[src/sv/sata_csi_pkg.sv]
// ----------------------------------------------------------------------------
// sata_csi_pkg
// Shared types and constants of the command slot issuer: operation and
// result codes, the sequencer states, the FIS and header constants and
// the result record passed to the output register.
// ----------------------------------------------------------------------------
package sata_csi_pkg;

    localparam int MAX_SLOTS_DEF = 32;
    localparam int SLOT_W        = 5;
    localparam int CNT_W         = 6;

    localparam logic [1:0] OP_READ  = 2'd0;
    localparam logic [1:0] OP_WRITE = 2'd1;
    localparam logic [1:0] OP_FLUSH = 2'd2;
    localparam logic [1:0] OP_CHECK = 2'd3;

    localparam logic [16:0] HDR_FIS_LEN = 17'h00005;
    localparam logic [16:0] HDR_ONE_PRD = 17'h10000;
    localparam logic [16:0] HDR_WRITE   = 17'h00040;

    localparam logic [7:0] CMD_READ_EXT  = 8'h25;
    localparam logic [7:0] CMD_WRITE_EXT = 8'h35;
    localparam logic [7:0] CMD_FLUSH_EXT = 8'hEA;
    localparam logic [7:0] DEV_LBA       = 8'h50;

    typedef enum logic [1:0] {
        KIND_ISSUED,
        KIND_NO_SLOT,
        KIND_DONE,
        KIND_NONE
    } t_kind;

    typedef enum logic [1:0] {
        ST_IDLE,
        ST_RECOUNT,
        ST_ISSUE,
        ST_RETIRE
    } t_state;

    typedef struct packed {
        t_kind              kind;
        logic [SLOT_W-1:0]  slot;
        logic [16:0]        header_flags;
        logic [21:0]        prd_byte_count;
        logic [7:0]         ata_command;
        logic [15:0]        fis_count;
        logic [47:0]        lba;
        logic [7:0]         fis_device;
        logic               fis_feature;
        logic [CNT_W-1:0]   slots_free;
        logic               last;
    } t_result;

endpackage

[src/sv/sata_csi_lowbit.sv]
// ----------------------------------------------------------------------------
// sata_csi_lowbit
// Shared find-lowest-set-bit unit: gives the index of the lowest set bit
// of the working vector and the vector with that bit cleared.
// ----------------------------------------------------------------------------
module sata_csi_lowbit #(
    parameter int WIDTH = sata_csi_pkg::MAX_SLOTS_DEF
) (
    input  logic [WIDTH-1:0]                i_vec,
    output logic                            o_found,
    output logic [sata_csi_pkg::SLOT_W-1:0] o_index,
    output logic [WIDTH-1:0]                o_rest
);

    always_comb begin
        o_index = '0;
        for (int i = WIDTH - 1; i >= 0; i--) begin
            if (i_vec[i]) begin
                o_index = sata_csi_pkg::SLOT_W'(i);
            end
        end
    end

    assign o_found = |i_vec;
    assign o_rest  = i_vec & (i_vec - WIDTH'(1));

endmodule

[src/sv/sata_csi_outreg.sv]
// ----------------------------------------------------------------------------
// sata_csi_outreg
// Result register: holds one result until the downstream side takes it.
// ----------------------------------------------------------------------------
module sata_csi_outreg (
    input  logic                  i_clk,
    input  logic                  i_rst_n,
    input  logic                  i_load,
    input  sata_csi_pkg::t_result i_data,
    input  logic                  i_stall,
    output logic                  o_room,
    output logic                  o_valid,
    output sata_csi_pkg::t_result o_data
);

    logic                  r_valid;
    sata_csi_pkg::t_result r_data;

    assign o_room  = !r_valid || !i_stall;
    assign o_valid = r_valid;
    assign o_data  = r_data;

    always_ff @(posedge i_clk) begin
        if (!i_rst_n) begin
            r_valid <= 1'b0;
        end else if (i_load) begin
            r_valid <= 1'b1;
        end else if (!i_stall) begin
            r_valid <= 1'b0;
        end
    end

    always_ff @(posedge i_clk) begin
        if (i_load) begin
            r_data <= i_data;
        end
    end

endmodule

[src/sv/sata_command_slot_issuer.sv]
// ----------------------------------------------------------------------------
// sata_command_slot_issuer
// Command slot tracking for one port: allocates the lowest free slot for
// read, write and flush requests and builds the command fields; retires
// completed slots one per result from the command-issue register.
//
//   channel  direction  handshake                  payload
//   in       input      i_in_valid / o_in_stall    operation, offset, count, mask
//   out      output     o_out_valid / i_out_stall  kind .. last
//   cfg      input      i_cfg_valid / o_cfg_ready  slot count
//
// a request is captured, then takes one pass of the lowest-bit unit
// a completion check gives one result per retired slot, or one if none retires
// a slot count write is followed by a recount of free slots, one active slot
// of the new window per pass through the same lowest-bit unit
// reset leaves 32 (MAX_SLOTS) free slots and none active
// a stalled output holds the sequencer until the result is taken
// ----------------------------------------------------------------------------
module sata_command_slot_issuer #(
    parameter int MAX_SLOTS = sata_csi_pkg::MAX_SLOTS_DEF
) (
    input  logic                            i_clk,
    input  logic                            i_rst_n,
    input  logic                            i_in_valid,
    output logic                            o_in_stall,
    input  logic [1:0]                      i_operation,
    input  logic [56:0]                     i_byte_offset,
    input  logic [22:0]                     i_byte_count,
    input  logic [31:0]                     i_issued_mask,
    output logic                            o_out_valid,
    input  logic                            i_out_stall,
    output logic [1:0]                      o_kind,
    output logic [sata_csi_pkg::SLOT_W-1:0] o_slot,
    output logic [16:0]                     o_header_flags,
    output logic [21:0]                     o_prd_byte_count,
    output logic [7:0]                      o_ata_command,
    output logic [15:0]                     o_fis_count,
    output logic [47:0]                     o_lba,
    output logic [7:0]                      o_fis_device,
    output logic                            o_fis_feature,
    output logic [sata_csi_pkg::CNT_W-1:0]  o_slots_free,
    output logic                            o_last,
    input  logic                            i_cfg_valid,
    output logic                            o_cfg_ready,
    input  logic [sata_csi_pkg::CNT_W-1:0]  i_cfg_data
);

    localparam int CW = sata_csi_pkg::CNT_W;

    sata_csi_pkg::t_state  r_state, n_state;
    logic [CW-1:0]         r_slot_count, n_slot_count;
    logic [CW-1:0]         r_free, n_free;
    logic [MAX_SLOTS-1:0]  r_active, n_active;
    logic [MAX_SLOTS-1:0]  r_work, n_work;
    logic [1:0]            r_op, n_op;
    logic [22:0]           r_bytes, n_bytes;
    logic [47:0]           r_lba, n_lba;

    logic                            w_found;
    logic [sata_csi_pkg::SLOT_W-1:0] w_low_idx;
    logic [MAX_SLOTS-1:0]            w_rest;
    logic [MAX_SLOTS-1:0]            w_bit;
    logic                            w_room;
    logic                            w_load;
    sata_csi_pkg::t_result           w_res;
    sata_csi_pkg::t_result           w_out;
    logic                            w_in_fire;
    logic                            w_cfg_fire;
    logic [CW-1:0]                   w_cfg_n;
    logic [22:0]                     w_bytes_m1;

    function automatic logic [MAX_SLOTS-1:0] f_window(input logic [CW-1:0] n);
        logic [MAX_SLOTS-1:0] w;
        for (int i = 0; i < MAX_SLOTS; i++) begin
            w[i] = (CW'(i) < n);
        end
        return w;
    endfunction

    sata_csi_lowbit #(
        .WIDTH (MAX_SLOTS)
    ) u_lowbit (
        .i_vec   (r_work),
        .o_found (w_found),
        .o_index (w_low_idx),
        .o_rest  (w_rest)
    );

    sata_csi_outreg u_outreg (
        .i_clk   (i_clk),
        .i_rst_n (i_rst_n),
        .i_load  (w_load),
        .i_data  (w_res),
        .i_stall (i_out_stall),
        .o_room  (w_room),
        .o_valid (o_out_valid),
        .o_data  (w_out)
    );

    assign o_cfg_ready = (r_state == sata_csi_pkg::ST_IDLE);
    assign o_in_stall  = (r_state != sata_csi_pkg::ST_IDLE) || i_cfg_valid;
    assign w_cfg_fire  = i_cfg_valid && o_cfg_ready;
    assign w_in_fire   = i_in_valid && !o_in_stall;
    assign w_bit       = r_work ^ w_rest;
    assign w_bytes_m1  = r_bytes - 23'd1;

    always_comb begin
        if (i_cfg_data == '0) begin
            w_cfg_n = CW'(1);
        end else if (i_cfg_data > CW'(MAX_SLOTS)) begin
            w_cfg_n = CW'(MAX_SLOTS);
        end else begin
            w_cfg_n = i_cfg_data;
        end
    end

    always_ff @(posedge i_clk) begin
        if (!i_rst_n) begin
            r_state      <= sata_csi_pkg::ST_IDLE;
            r_slot_count <= CW'(MAX_SLOTS);
            r_free       <= CW'(MAX_SLOTS);
            r_active     <= '0;
            r_work       <= '0;
        end else begin
            r_state      <= n_state;
            r_slot_count <= n_slot_count;
            r_free       <= n_free;
            r_active     <= n_active;
            r_work       <= n_work;
        end
    end

    always_ff @(posedge i_clk) begin
        r_op    <= n_op;
        r_bytes <= n_bytes;
        r_lba   <= n_lba;
    end

    always_comb begin
        n_state      = r_state;
        n_slot_count = r_slot_count;
        n_free       = r_free;
        n_active     = r_active;
        n_work       = r_work;
        n_op         = r_op;
        n_bytes      = r_bytes;
        n_lba        = r_lba;
        w_load       = 1'b0;
        w_res        = '0;

        unique case (r_state)
            sata_csi_pkg::ST_IDLE: begin
                if (w_cfg_fire) begin
                    n_slot_count = w_cfg_n;
                    n_free       = w_cfg_n;
                    n_work       = r_active & f_window(w_cfg_n);
                    n_state      = sata_csi_pkg::ST_RECOUNT;
                end else if (w_in_fire) begin
                    n_op    = i_operation;
                    n_bytes = i_byte_count;
                    n_lba   = i_byte_offset[56:9];
                    if (i_operation == sata_csi_pkg::OP_CHECK) begin
                        if ((r_active != '0) && (r_free != r_slot_count)) begin
                            n_work = r_active & ~i_issued_mask[MAX_SLOTS-1:0];
                        end else begin
                            n_work = '0;
                        end
                        n_state = sata_csi_pkg::ST_RETIRE;
                    end else begin
                        if (r_free == '0) begin
                            n_work = '0;
                        end else begin
                            n_work = ~r_active & f_window(r_slot_count);
                        end
                        n_state = sata_csi_pkg::ST_ISSUE;
                    end
                end
            end
            sata_csi_pkg::ST_RECOUNT: begin
                if (w_found) begin
                    n_work = w_rest;
                    n_free = r_free - CW'(1);
                end else begin
                    n_state = sata_csi_pkg::ST_IDLE;
                end
            end
            sata_csi_pkg::ST_ISSUE: begin
                if (w_room) begin
                    w_load     = 1'b1;
                    w_res.last = 1'b1;
                    n_state    = sata_csi_pkg::ST_IDLE;
                    if (w_found) begin
                        n_free           = r_free - CW'(1);
                        n_active         = r_active | w_bit;
                        w_res.kind       = sata_csi_pkg::KIND_ISSUED;
                        w_res.slot       = w_low_idx;
                        w_res.slots_free = r_free - CW'(1);
                        if (r_op == sata_csi_pkg::OP_FLUSH) begin
                            w_res.header_flags = sata_csi_pkg::HDR_FIS_LEN;
                            w_res.ata_command  = sata_csi_pkg::CMD_FLUSH_EXT;
                        end else begin
                            w_res.header_flags = sata_csi_pkg::HDR_ONE_PRD
                                | sata_csi_pkg::HDR_FIS_LEN
                                | ((r_op == sata_csi_pkg::OP_WRITE)
                                   ? sata_csi_pkg::HDR_WRITE : 17'd0);
                            w_res.ata_command  = (r_op == sata_csi_pkg::OP_WRITE)
                                ? sata_csi_pkg::CMD_WRITE_EXT
                                : sata_csi_pkg::CMD_READ_EXT;
                            w_res.prd_byte_count = w_bytes_m1[21:0];
                            w_res.fis_count      = {2'b00, r_bytes[22:9]};
                            w_res.lba            = r_lba;
                            w_res.fis_device     = sata_csi_pkg::DEV_LBA;
                            w_res.fis_feature    = 1'b1;
                        end
                    end else begin
                        w_res.kind       = sata_csi_pkg::KIND_NO_SLOT;
                        w_res.slots_free = r_free;
                    end
                end
            end
            sata_csi_pkg::ST_RETIRE: begin
                if (w_room) begin
                    w_load = 1'b1;
                    if (w_found) begin
                        n_work   = w_rest;
                        n_active = r_active & ~w_bit;
                        if (r_free < r_slot_count) begin
                            n_free = r_free + CW'(1);
                        end
                        w_res.kind       = sata_csi_pkg::KIND_DONE;
                        w_res.slot       = w_low_idx;
                        w_res.slots_free = n_free;
                        w_res.last       = (w_rest == '0);
                        if (w_rest == '0) begin
                            n_state = sata_csi_pkg::ST_IDLE;
                        end
                    end else begin
                        w_res.kind       = sata_csi_pkg::KIND_NONE;
                        w_res.slots_free = r_free;
                        w_res.last       = 1'b1;
                        n_state          = sata_csi_pkg::ST_IDLE;
                    end
                end
            end
            default: begin
                n_state = sata_csi_pkg::ST_IDLE;
            end
        endcase
    end

    assign o_kind           = w_out.kind;
    assign o_slot           = w_out.slot;
    assign o_header_flags   = w_out.header_flags;
    assign o_prd_byte_count = w_out.prd_byte_count;
    assign o_ata_command    = w_out.ata_command;
    assign o_fis_count      = w_out.fis_count;
    assign o_lba            = w_out.lba;
    assign o_fis_device     = w_out.fis_device;
    assign o_fis_feature    = w_out.fis_feature;
    assign o_slots_free     = w_out.slots_free;
    assign o_last           = w_out.last;

`ifndef ASSERT_OFF
    a_free_in_range: assert property (@(posedge i_clk) disable iff (!i_rst_n)
        r_free <= r_slot_count)
        else $error("free slot count above slot count");

    a_count_in_range: assert property (@(posedge i_clk) disable iff (!i_rst_n)
        (r_slot_count != '0) && (r_slot_count <= CW'(MAX_SLOTS)))
        else $error("slot count out of range");

    a_issue_marks: assert property (@(posedge i_clk) disable iff (!i_rst_n)
        (r_state == sata_csi_pkg::ST_ISSUE) && w_load && w_found
        |-> !r_active[w_low_idx] ##1 r_active[$past(w_low_idx)])
        else $error("issued slot was busy or not marked active");

    a_retire_active: assert property (@(posedge i_clk) disable iff (!i_rst_n)
        (r_state == sata_csi_pkg::ST_RETIRE) && w_load && w_found
        |-> r_active[w_low_idx])
        else $error("retired slot was not active");
`endif

endmodule
[config.mk]
export PLATFORM = sky130hd
export DESIGN_NAME = sata_command_slot_issuer
export DESIGN_NICKNAME = d
export VERILOG_FILES = /design/src/sv/sata_csi_pkg.sv /design/src/sv/sata_csi_lowbit.sv /design/src/sv/sata_csi_outreg.sv /design/src/sv/sata_command_slot_issuer.sv
export SDC_FILE = /design/constraint.sdc
export NUM_CORES = 1
export LEC_CHECK = 0
export ABC_AREA = 1
export ABC_CLOCK_PERIOD_IN_PS = 5000
export BUFFER_PORTS_ARGS = -buffer_cell sky130_fd_sc_hd__buf_4
export CELL_PAD_IN_SITES_DETAIL_PLACEMENT = 0
export CELL_PAD_IN_SITES_GLOBAL_PLACEMENT = 2
export CORE_ASPECT_RATIO = 1.1
export CORE_MARGIN = 4
export CORE_UTILIZATION = 35
export CTS_BUF_LIST = sky130_fd_sc_hd__clkbuf_2 sky130_fd_sc_hd__clkbuf_4 sky130_fd_sc_hd__clkbuf_8
export DETAILED_ROUTE_END_ITERATION = 16
export GPL_ROUTABILITY_DRIVEN = 0
export PLACE_DENSITY = 0.95
export SLEW_MARGIN = 20
export SYNTH_ARGS = -nofsm -noshare
export SYNTH_HDL_FRONTEND = slang
export SYNTH_HIERARCHICAL = 1
export SYNTH_SLANG_ARGS = --single-unit
export TNS_END_PERCENT = 100
[constraint.sdc]
create_clock -name i_clk -period 5 [get_ports i_clk]
set_clock_uncertainty 0.05 [all_clocks]
set_input_delay 0.75 -clock i_clk [delete_from_list [all_inputs] [get_ports i_clk]]
set_output_delay 0.75 -clock i_clk [all_outputs]
set_load 0.005 [all_outputs]
Word-level counts from Yosys, hierarchy flattened
Cells that the tools add are included.

cells by class
  reductions and logical operators = 26
  bitwise operators = 14
  $add $sub $neg = 4
  muxes and demuxes = 83
  equal/unequal tests = 16
  order comparisons = 66

operators by type and width
  operator                 number
  $mux W32                 11
  $lt A5 B6 Y1 const A     32
  $mux W5                  34
  $and A32 B32 Y32         5
  $mux W133                1
  $mux W125                1
  $lt A4 B6 Y1 const A     16
  $not A32 Y32             3
  $pmux W32 S3             1
  $mux W71                 1
  $pmux W32 S2             1
  $lt A3 B6 Y1 const A     8
  $mux W6                  8
  $logic_not A32 Y1        1
  $or A32 B32 Y32          1
  $reduce_bool A32 Y1      1
  $reduce_or A32 Y1        1
  $sub A32 B1 Y32 const B  1
  $xor A32 B32 Y32         1
  $mux W7                  4
  $pmux W7 S2              2
  $lt A1 B6 Y1 const A     4
  $lt A2 B6 Y1 const A     4
  $pmux W6 S4              1
  32 further kinds         66

storage, ports and cells
  output and inout port bits = 137
  logic and storage cells = 232
  register bits after elaboration = 286
  bits of input ports = 125

Longest topological paths before layout
Gate-level depths: netlist of the first run.

  depth after elaboration = 35
  gate-level depth with buffers = 33
  gate-level depth less buffers = 33

By module
Netlist of the first run, hierarchy kept.

modules (own cells, without submodules)
  module                    area an instance (µm²)  seq. area each (µm²)  times used  cells an instance
  sata_command_slot_issuer  9579.2                  3753.6                1           1370
  sata_csi_outreg           4066.4                  4043.9                1           139
  sata_csi_lowbit           784.5                   0.0                   1           184

Least setup slack after synthesis of the first run
Ideal clock, no wire load.

  path type = flip-flop to flip-flop
  from = reg r_state[0]
  to = reg r_bytes[0], enable pin
  data required time = 4445 ps
  setup time = 505 ps
  clock period less this slack = 4614 ps
  data arrival time = 4059 ps
  stages on the path, launching flop included = 8
  path slack = 386 ps
  buffers on the path = 1
  path through = dfxtp_1 > inv_1 > ha_1 > buf_4 > inv_4 > nor2_4 > inv_2 > nor2_1

on the way
  elaborated cells on any way between the ends = 8
  those cells by class = bitwise: 1; reduce/logical: 7

RTL lines
  element                                 line                             text
  start: declaration                      sata_command_slot_issuer.sv:50   sata_csi_pkg::t_state r_state, n_state;
  start signal: assignment                sata_command_slot_issuer.sv:119  r_state <= sata_csi_pkg::ST_IDLE;
  start signal: assignment                sata_command_slot_issuer.sv:125  r_state <= n_state;
  $logic_not A2 Y1 (*)                    sata_command_slot_issuer.sv:100  assign o_cfg_ready = (r_state == sata_csi_pkg::ST_IDLE);
  net o_cfg_ready                         sata_command_slot_issuer.sv:44   output logic o_cfg_ready,
  $logic_and A1 B1 Y1                     sata_command_slot_issuer.sv:102  assign w_cfg_fire = i_cfg_valid && o_cfg_ready;
  $not A1 Y1 (no source line)             -
  $reduce_and A3 Y1 (no source line) (*)  -
  end signal: assignment                  sata_command_slot_issuer.sv:135  r_bytes <= n_bytes;
  end: declaration                        sata_command_slot_issuer.sv:56   logic [22:0] r_bytes, n_bytes;

Mark *: on every way through the listed nets, which the timed path passes. The rest lies on a longest branch.
A chain may end at the register's enable or synchronous reset.

==> results of run 1 <==
## area by class of cell
type / instances / area [sq um]
flip-flops and latches: 286 / 7800
diodes: 1 / 2.50
well taps: 513 / 642
fillers: 3992 / 22600
repair buffers: 263 / 1970
multi-input cells: 1106 / 5440
clock buffers: 64 / 812
clock inverters: 19 / 193
inverters: 266 / 1010
## worst max-delay path: stages (launching register included)
cell and delay, ns:
dfxtp_1 0.37, nor2_1 0.25, inv_1 0.09, nor2_1 0.17
nand2_1 0.14, nor2_1 0.21, nand2_1 0.49, inv_1 0.38
nor2_2 0.08, inv_2 0.55, buf_4 0.32, a21oi_1 0.07
o21ai_0 0.15, a21oi_1 0.05
## through the flow
step                      power [mW]  hold WS, ns  cells  utilization (%)
after floorplan                 6.87        0.411   1713                -
after global placement          8.59        0.445   2434             41.7
after detailed placement        8.66        0.451   2434             41.7
after CTS                       10.9        0.200   2517             44.1
after global routing            11.7        0.219   2517             44.1
final                           10.8        0.264   2518             44.2
## logic make-up after synthesis
logic type / count (synthesis)
adders and majority gates: 14
xor gates and xnor gates: 8
buffers and inverters: 321
DFF: 286
AOI/OAI and AO/OA: 345
and+or+nand+nor: 717
other: 2
## placed cells by master (no fill, tap or decap), types with 3 or more instances in the layout
cell type / count
edfxtp_1: 207
o211ai_1: 10
or2_2: 30
nor3_2: 4
nor4_1: 9
dfxtp_1: 79
a21oi_1: 182
nand2_1: 307
o21ai_0: 88
nand2_2: 14
nand3_1: 74
nor2_2: 11
clkbuf_8: 53
inv_1: 223
bufinv_16: 4
buf_4: 263
xor2_1: 6
ha_1: 13
clkbuf_4: 11
nor3b_1: 8
clkinv_1: 16
a21oi_2: 9
nor2_4: 8
a211oi_1: 3
a31oi_1: 10
inv_2: 34
conb_1: 22
o21a_1: 3
nand4_1: 12
nor2_1: 188
o2111ai_1: 5
o21ai_1: 25
clkinv_2: 3
nor3_1: 39
## path summary, 6_finish.rpt
check / endpoint / slack (ns)
worst max-delay path: flip-flop / 1.37
worst min register to register: r_work[11] / 0.46
worst min-delay path: r_lba[25] / 0.26
worst max register to register: flip-flop / 1.37
## power by group
group / internal, mW / switching, mW / leakage, nW
logic: 1.60 / 3.14 / 4.52
registers: 3.45 / 0.432 / 2.59
clock network: 1.26 / 0.961 / 0.526
## metal layers
layer / vias up / track usage, % / wire, um
li1: 6151 / - / -
met4: 0 / 6.68 / 1270
met2: 429 / 31.9 / 21300
met3: 71 / 3.62 / 3100
met5: - / 0 / 0
met1: 5786 / 25.7 / 19000
==> results.yml, run 1 <==
status:
  status: "complete, no violations"
worst_setup_path:
  reg2reg_from: "r_work[28]"
  worst-r2r-cell-count: 13
  cp_data_required_time_ns: 5.37
  cp_max_fo: 27
  cp-startpoint: "r_work[28]"
  critPathArrivalTime_ns: 4.00
  crit_type: "flip-flop to flip-flop"
  cp-end-kind: "flip-flop"
  startpoint_type: "flip-flop"
sta:
  fin_tns_setup_ns: 0
  timing.final.ws_setup_ns: 1.37
  fin_crit_sh_pct: 72.7
  rsz0062_at_grt: "no"
  worstMarginPinSlew_ns: 1.09
  maxSlewViolCount: 0
  max_freq_mhz: 275
  setup_viol: 0
  slew-limit-headroom_pct: 27.7
  hold_viol_final: 0
  period_minus_slack_ns: 3.63
logic_synthesis:
  synth-simple-area-share_pct: 22.4
  yosysTopAreaCell: "edfxtp_1"
  synth_async_sr_flop_share_pct: 0
  yosysSeqAreaShare_pct: 54.0
  post-synth-top-count-cell: "nand2_1"
  synth_xor_area_share_pct: 0.486
  yosys-top-cells-area: "edfxtp_1 43%, dfxtp_1 11%, nand2_1 8.0%"
  yosysTopAreaCellShare_pct: 43.1
  synth_flop_cell: "edfxtp_1"
  syn-cell-area_sq_um: 14400
  synth-compound-area-share_pct: 12.9
  synth_top_family_by_area: "simple AND/OR/NAND/NOR gates"
  synth-edff-count: 207
  syn_area_per_cell_sq_um: 8.52
  synth.ff_latch_count: 286
  ys_warn_count: 6
  syn_inst: 1693
  synth_cell_type_count: 52
  synthMuxAreaShare_pct: 0
  synth_common_cells: "307 x nand2_1, 224 x inv_1, 207 x edfxtp_1"
  yosys.area_share.adder_pct: 1.21
global_routing:
  grt_pass1_wl_mm: 68.6
  grt_start_max_net_pins: 86
  grt_overflow: 0
  grt_usage_pct: 19.4
  antenna_found_initial: 0
  grt_pass1_vias: 11800
min_path:
  min_path_cells: 1
  hold_path_class: "primary input to flip-flop"
  hp-start: "i_byte_offset[34]"
clock_tree:
  clk_latency_ns: 0.63
  clk_path_buf_depth: 3
  cts_root_buf: "clkbuf_8"
  cts_buffers: 49
  htreeDepth: 2
  cts-resized-gates: 0
  path_clk_slew_ns: 0.06
  cts_setup_buffers: 0
  cts_tree: "built"
  clkSinkCount: 286
  cts_hold_buf: 0
detailed_routing:
  wl_per_cell_um: 17.7
  vias_per_cell: 4.94
  drt_iter0_drc: 1027
  vias: 12400
  routed_wl_mm: 44.6
  ant_nets: 0
  firstDrtPassIters: 5
  drc: 0
pwr:
  ir_worst_vdd_mv: 0.281
  p_per_area_nw_per_um2: 607
  leakage_nw: 7.64
floorplan:
  floorplan.initialDensity_pct: 35.7
  die_area_sq_um: 44500
  num_rows: 77
  die_w_um: 202
  fp.coreArea_sq_um: 40500
  boundaryPins: 262
  die_h_um: 221
run:
  max_cap_violations: 0
layout:
  drive_above_1_share_pct: 23.0
  syn2layout_area_growth_pct: 23.8
  nNetsFinal: 2111
  design_area_sq_um: 17900
placement:
  dpl-instance-area_sq_um: 16900
  place_hpwl_mm: 31.8
  port_buffers: 252
  post-place-ws_ns: 1.41
Power figures use the tool's default switching activity.
==> inputs of run 2 (changes only) <==
Settings changed: ABC_CLOCK_PERIOD_IN_PS 5000 to 3200, CORE_UTILIZATION 35 to 31, PLACE_DENSITY 0.95 to 0.9.
Clock period 5 ns to 3.2 ns, I/O delays scaled along.
==> results.yml, run 2 (synthesis results as in run 1) <==
floorplan:
  fp.coreArea_sq_um: 45800
  die_h_um: 234
  floorplan.initialDensity_pct: 31.5
  die_w_um: 214
  num_rows: 82
  die_area_sq_um: 50100
  boundaryPins: 262
clock_tree:
  cts_buffers: 49
  clkSinkCount: 286
  clk_latency_ns: 0.62
  path_clk_slew_ns: 0.06
  clk_path_buf_depth: 3
  cts_root_buf: "clkbuf_8"
  cts_tree: "built"
  htreeDepth: 2
global_routing:
  grtUsageMet2_pct: 31.2
  grt_overflow: 0
  grt_start_max_net_pins: 74
  antenna_found_initial: 0
  use_met3_pct: 4.16
  grt_pass1_vias: 12600
  use_met1_pct: 23.8
  grt_pass1_wl_mm: 72.4
  grt_usage_pct: 18.6
  grt-busiest-layer: "met2"
pwr:
  cellInternalPower_mw: 10.2
  p_sw_share_pct: 42.2
  leakage_nw: 8.14
  p_per_area_nw_per_um2: 922
  p_clk_share_pct: 19.2
  pwr-share-seq_pct: 34.3
  combPwrFrac_pct: 46.5
  switching_power_mw: 7.42
  ir_worst_vdd_mv: 0.558
placement:
  port_buffers: 252
  place_hpwl_mm: 34.4
  dp.cells: 2544
sta:
  worstMarginPinSlew_ns: 0.873
  hold_viol_final: 0
  holdWs_ns: 0.0637
  setup_viol: 0
  slew-limit-headroom_pct: 41.6
  period_minus_slack_ns: 2.90
  max_freq_mhz: 345
  fin_tns_setup_ns: 0
  maxSlewViolCount: 0
  fin_crit_sh_pct: 90.5
  rsz0062_at_grt: "no"
detailed_routing:
  drt_iter0_drc: 963
  firstDrtPassIters: 7
  routed_wl_mm: 48.6
  vias: 13000
  drc: 0
  ant_nets: 0
  vias_per_cell: 4.80
  wl_per_cell_um: 18.0
layout:
  antennaDiodeCount: 0
  seq_area_sq_um: 7810
  fin_cells: 2702
  syn2layout_area_growth_pct: 32.4
  nNetsFinal: 2218
  layout_common_cells: "305 x nand2_1, 293 x buf_4, 222 x inv_1"
  fillers: 4552
  final_common_cell: "nand2_1"
  multi_input_area_sq_um: 5540
  drive_above_1_share_pct: 24.5
worst_setup_path:
  startpoint_type: "flip-flop"
  crit_type: "flip-flop to flip-flop"
  cp-startpoint: "r_work[1]"
  cp-end-kind: "flip-flop"
  cp_data_required_time_ns: 3.70
  path_delay_family: "simple AND/OR/NAND/NOR gates"
  cpPeakStageDelay_ns: 0.31
  critical_path_depth: 22
  worstPathCellList: "nor2_2 > nand2_1 > nor2_2 > inv_2 > nor2_4 > inv_2 > nor2_1 > inv_2 > nor2_2 > inv_2 > nor4_4 > a31oi_2 > nor4_2 > nand2_1 > nor2_1 > buf_4 > nand2_1 > nand3_2 > nand2_2 > nand2_1 > nand2_1 > nor2_1"
  cp_num_buf_inv: 5
  endpoint: "r_state[0]"
  r2r-end: "r_state[0]"
  reg2reg_setup_slack_ns: 0.30
  cp_max_fo: 3
  cp_common_cell: "nand2_1"
  critPathArrivalTime_ns: 3.40
  slowest_stage: "dfxtp_1"
  worst-r2r-cell-count: 22
  reg2reg_from: "r_work[1]"
run:
  max_cap_violations: 0
min_path:
  hold_path_class: "primary input to flip-flop"
status:
  status: "complete, no violations"
run 2: cell count changes in the layout (fill, tap and decap cells not counted), sizes merged, moves of 2 or more:
cell	previous run	this run
clkbuf	64	62
clkinv	19	24
dlygate4sd3	0	71
buf	263	299
clkinvlp	0	2
run 2: final cells by class:
cell class	instances	area share, %
repair buffers	370	15.9
flip-flops and latches	286	40.9
well taps	588	3.85
clock buffers	62	4.07
clock inverters	24	1.04
inverters	266	5.27
multi-input cells	1106	29.0
run 2: power groups by stage:
stage               Combinational, mW  Clock (mW)  Sequential (mW)
finish                           8.19        3.38             6.04
global route                     9.05        3.68             6.15
CTS                              8.11        3.51             6.02
detailed placement               7.99           0             6.09
global placement                 7.94           0             6.05
floorplan                        4.66           0             6.07
run 2: how the worst min path moves through the flow:
stage | startpoint | to | cells after the start
detailed placement | r_work[11] | r_work[11] | 2
finish | i_operation[0] | r_op[0] | 1
CTS | i_operation[1] | r_op[1] | 1
floorplan | u_outreg/o_valid | u_outreg/o_valid | 2
global route | i_operation[0] | r_op[0] | 1
global placement | r_work[11] | r_work[11] | 2
run 2: worst reg2reg max path, stage by stage (launching register included):
cell     delay (ns)
dfxtp_1        0.31
nor2_2         0.14
nand2_1        0.12
nor2_2         0.15
inv_2          0.08
nor2_4         0.12
inv_2          0.04
nor2_1         0.11
inv_2          0.06
nor2_2         0.09
inv_2          0.06
nor4_4         0.24
a31oi_2        0.15
nor4_2         0.31
nand2_1        0.08
nor2_1         0.12
buf_4          0.15
nand2_1        0.07
nand3_2        0.08
nand2_2        0.08
nand2_1        0.07
nand2_1        0.04
nor2_1         0.11
run 2: repair_timing:
action,CTS,global route
resized for setup,0,18
setup buffers,0,1
hold buffers,71,0
setup endpoints to repair,0,3
hold endpoints to repair,71,0
run 2: layer usage:
metal	part of all wire, %	routed length (um)	vias to the layer above
li1	-	-	6372
met2	47	22900	426
met1	43	20900	6088
met3	6.7	3250	96
met4	3.2	1550	0
met5	0	0	-
run 2: metrics by stage:
step	power [mW]	cell area, sq um	utilization, %	setup WS [ns]
finish	17.6	19100	41.7	0.305
global route	18.9	19100	41.7	0.0118
global placement	14.0	17300	37.9	0.201
detailed placement	14.1	17300	37.9	0.222
CTS	17.6	19000	41.6	0.179
floorplan	10.7	14600	-	-0.0601
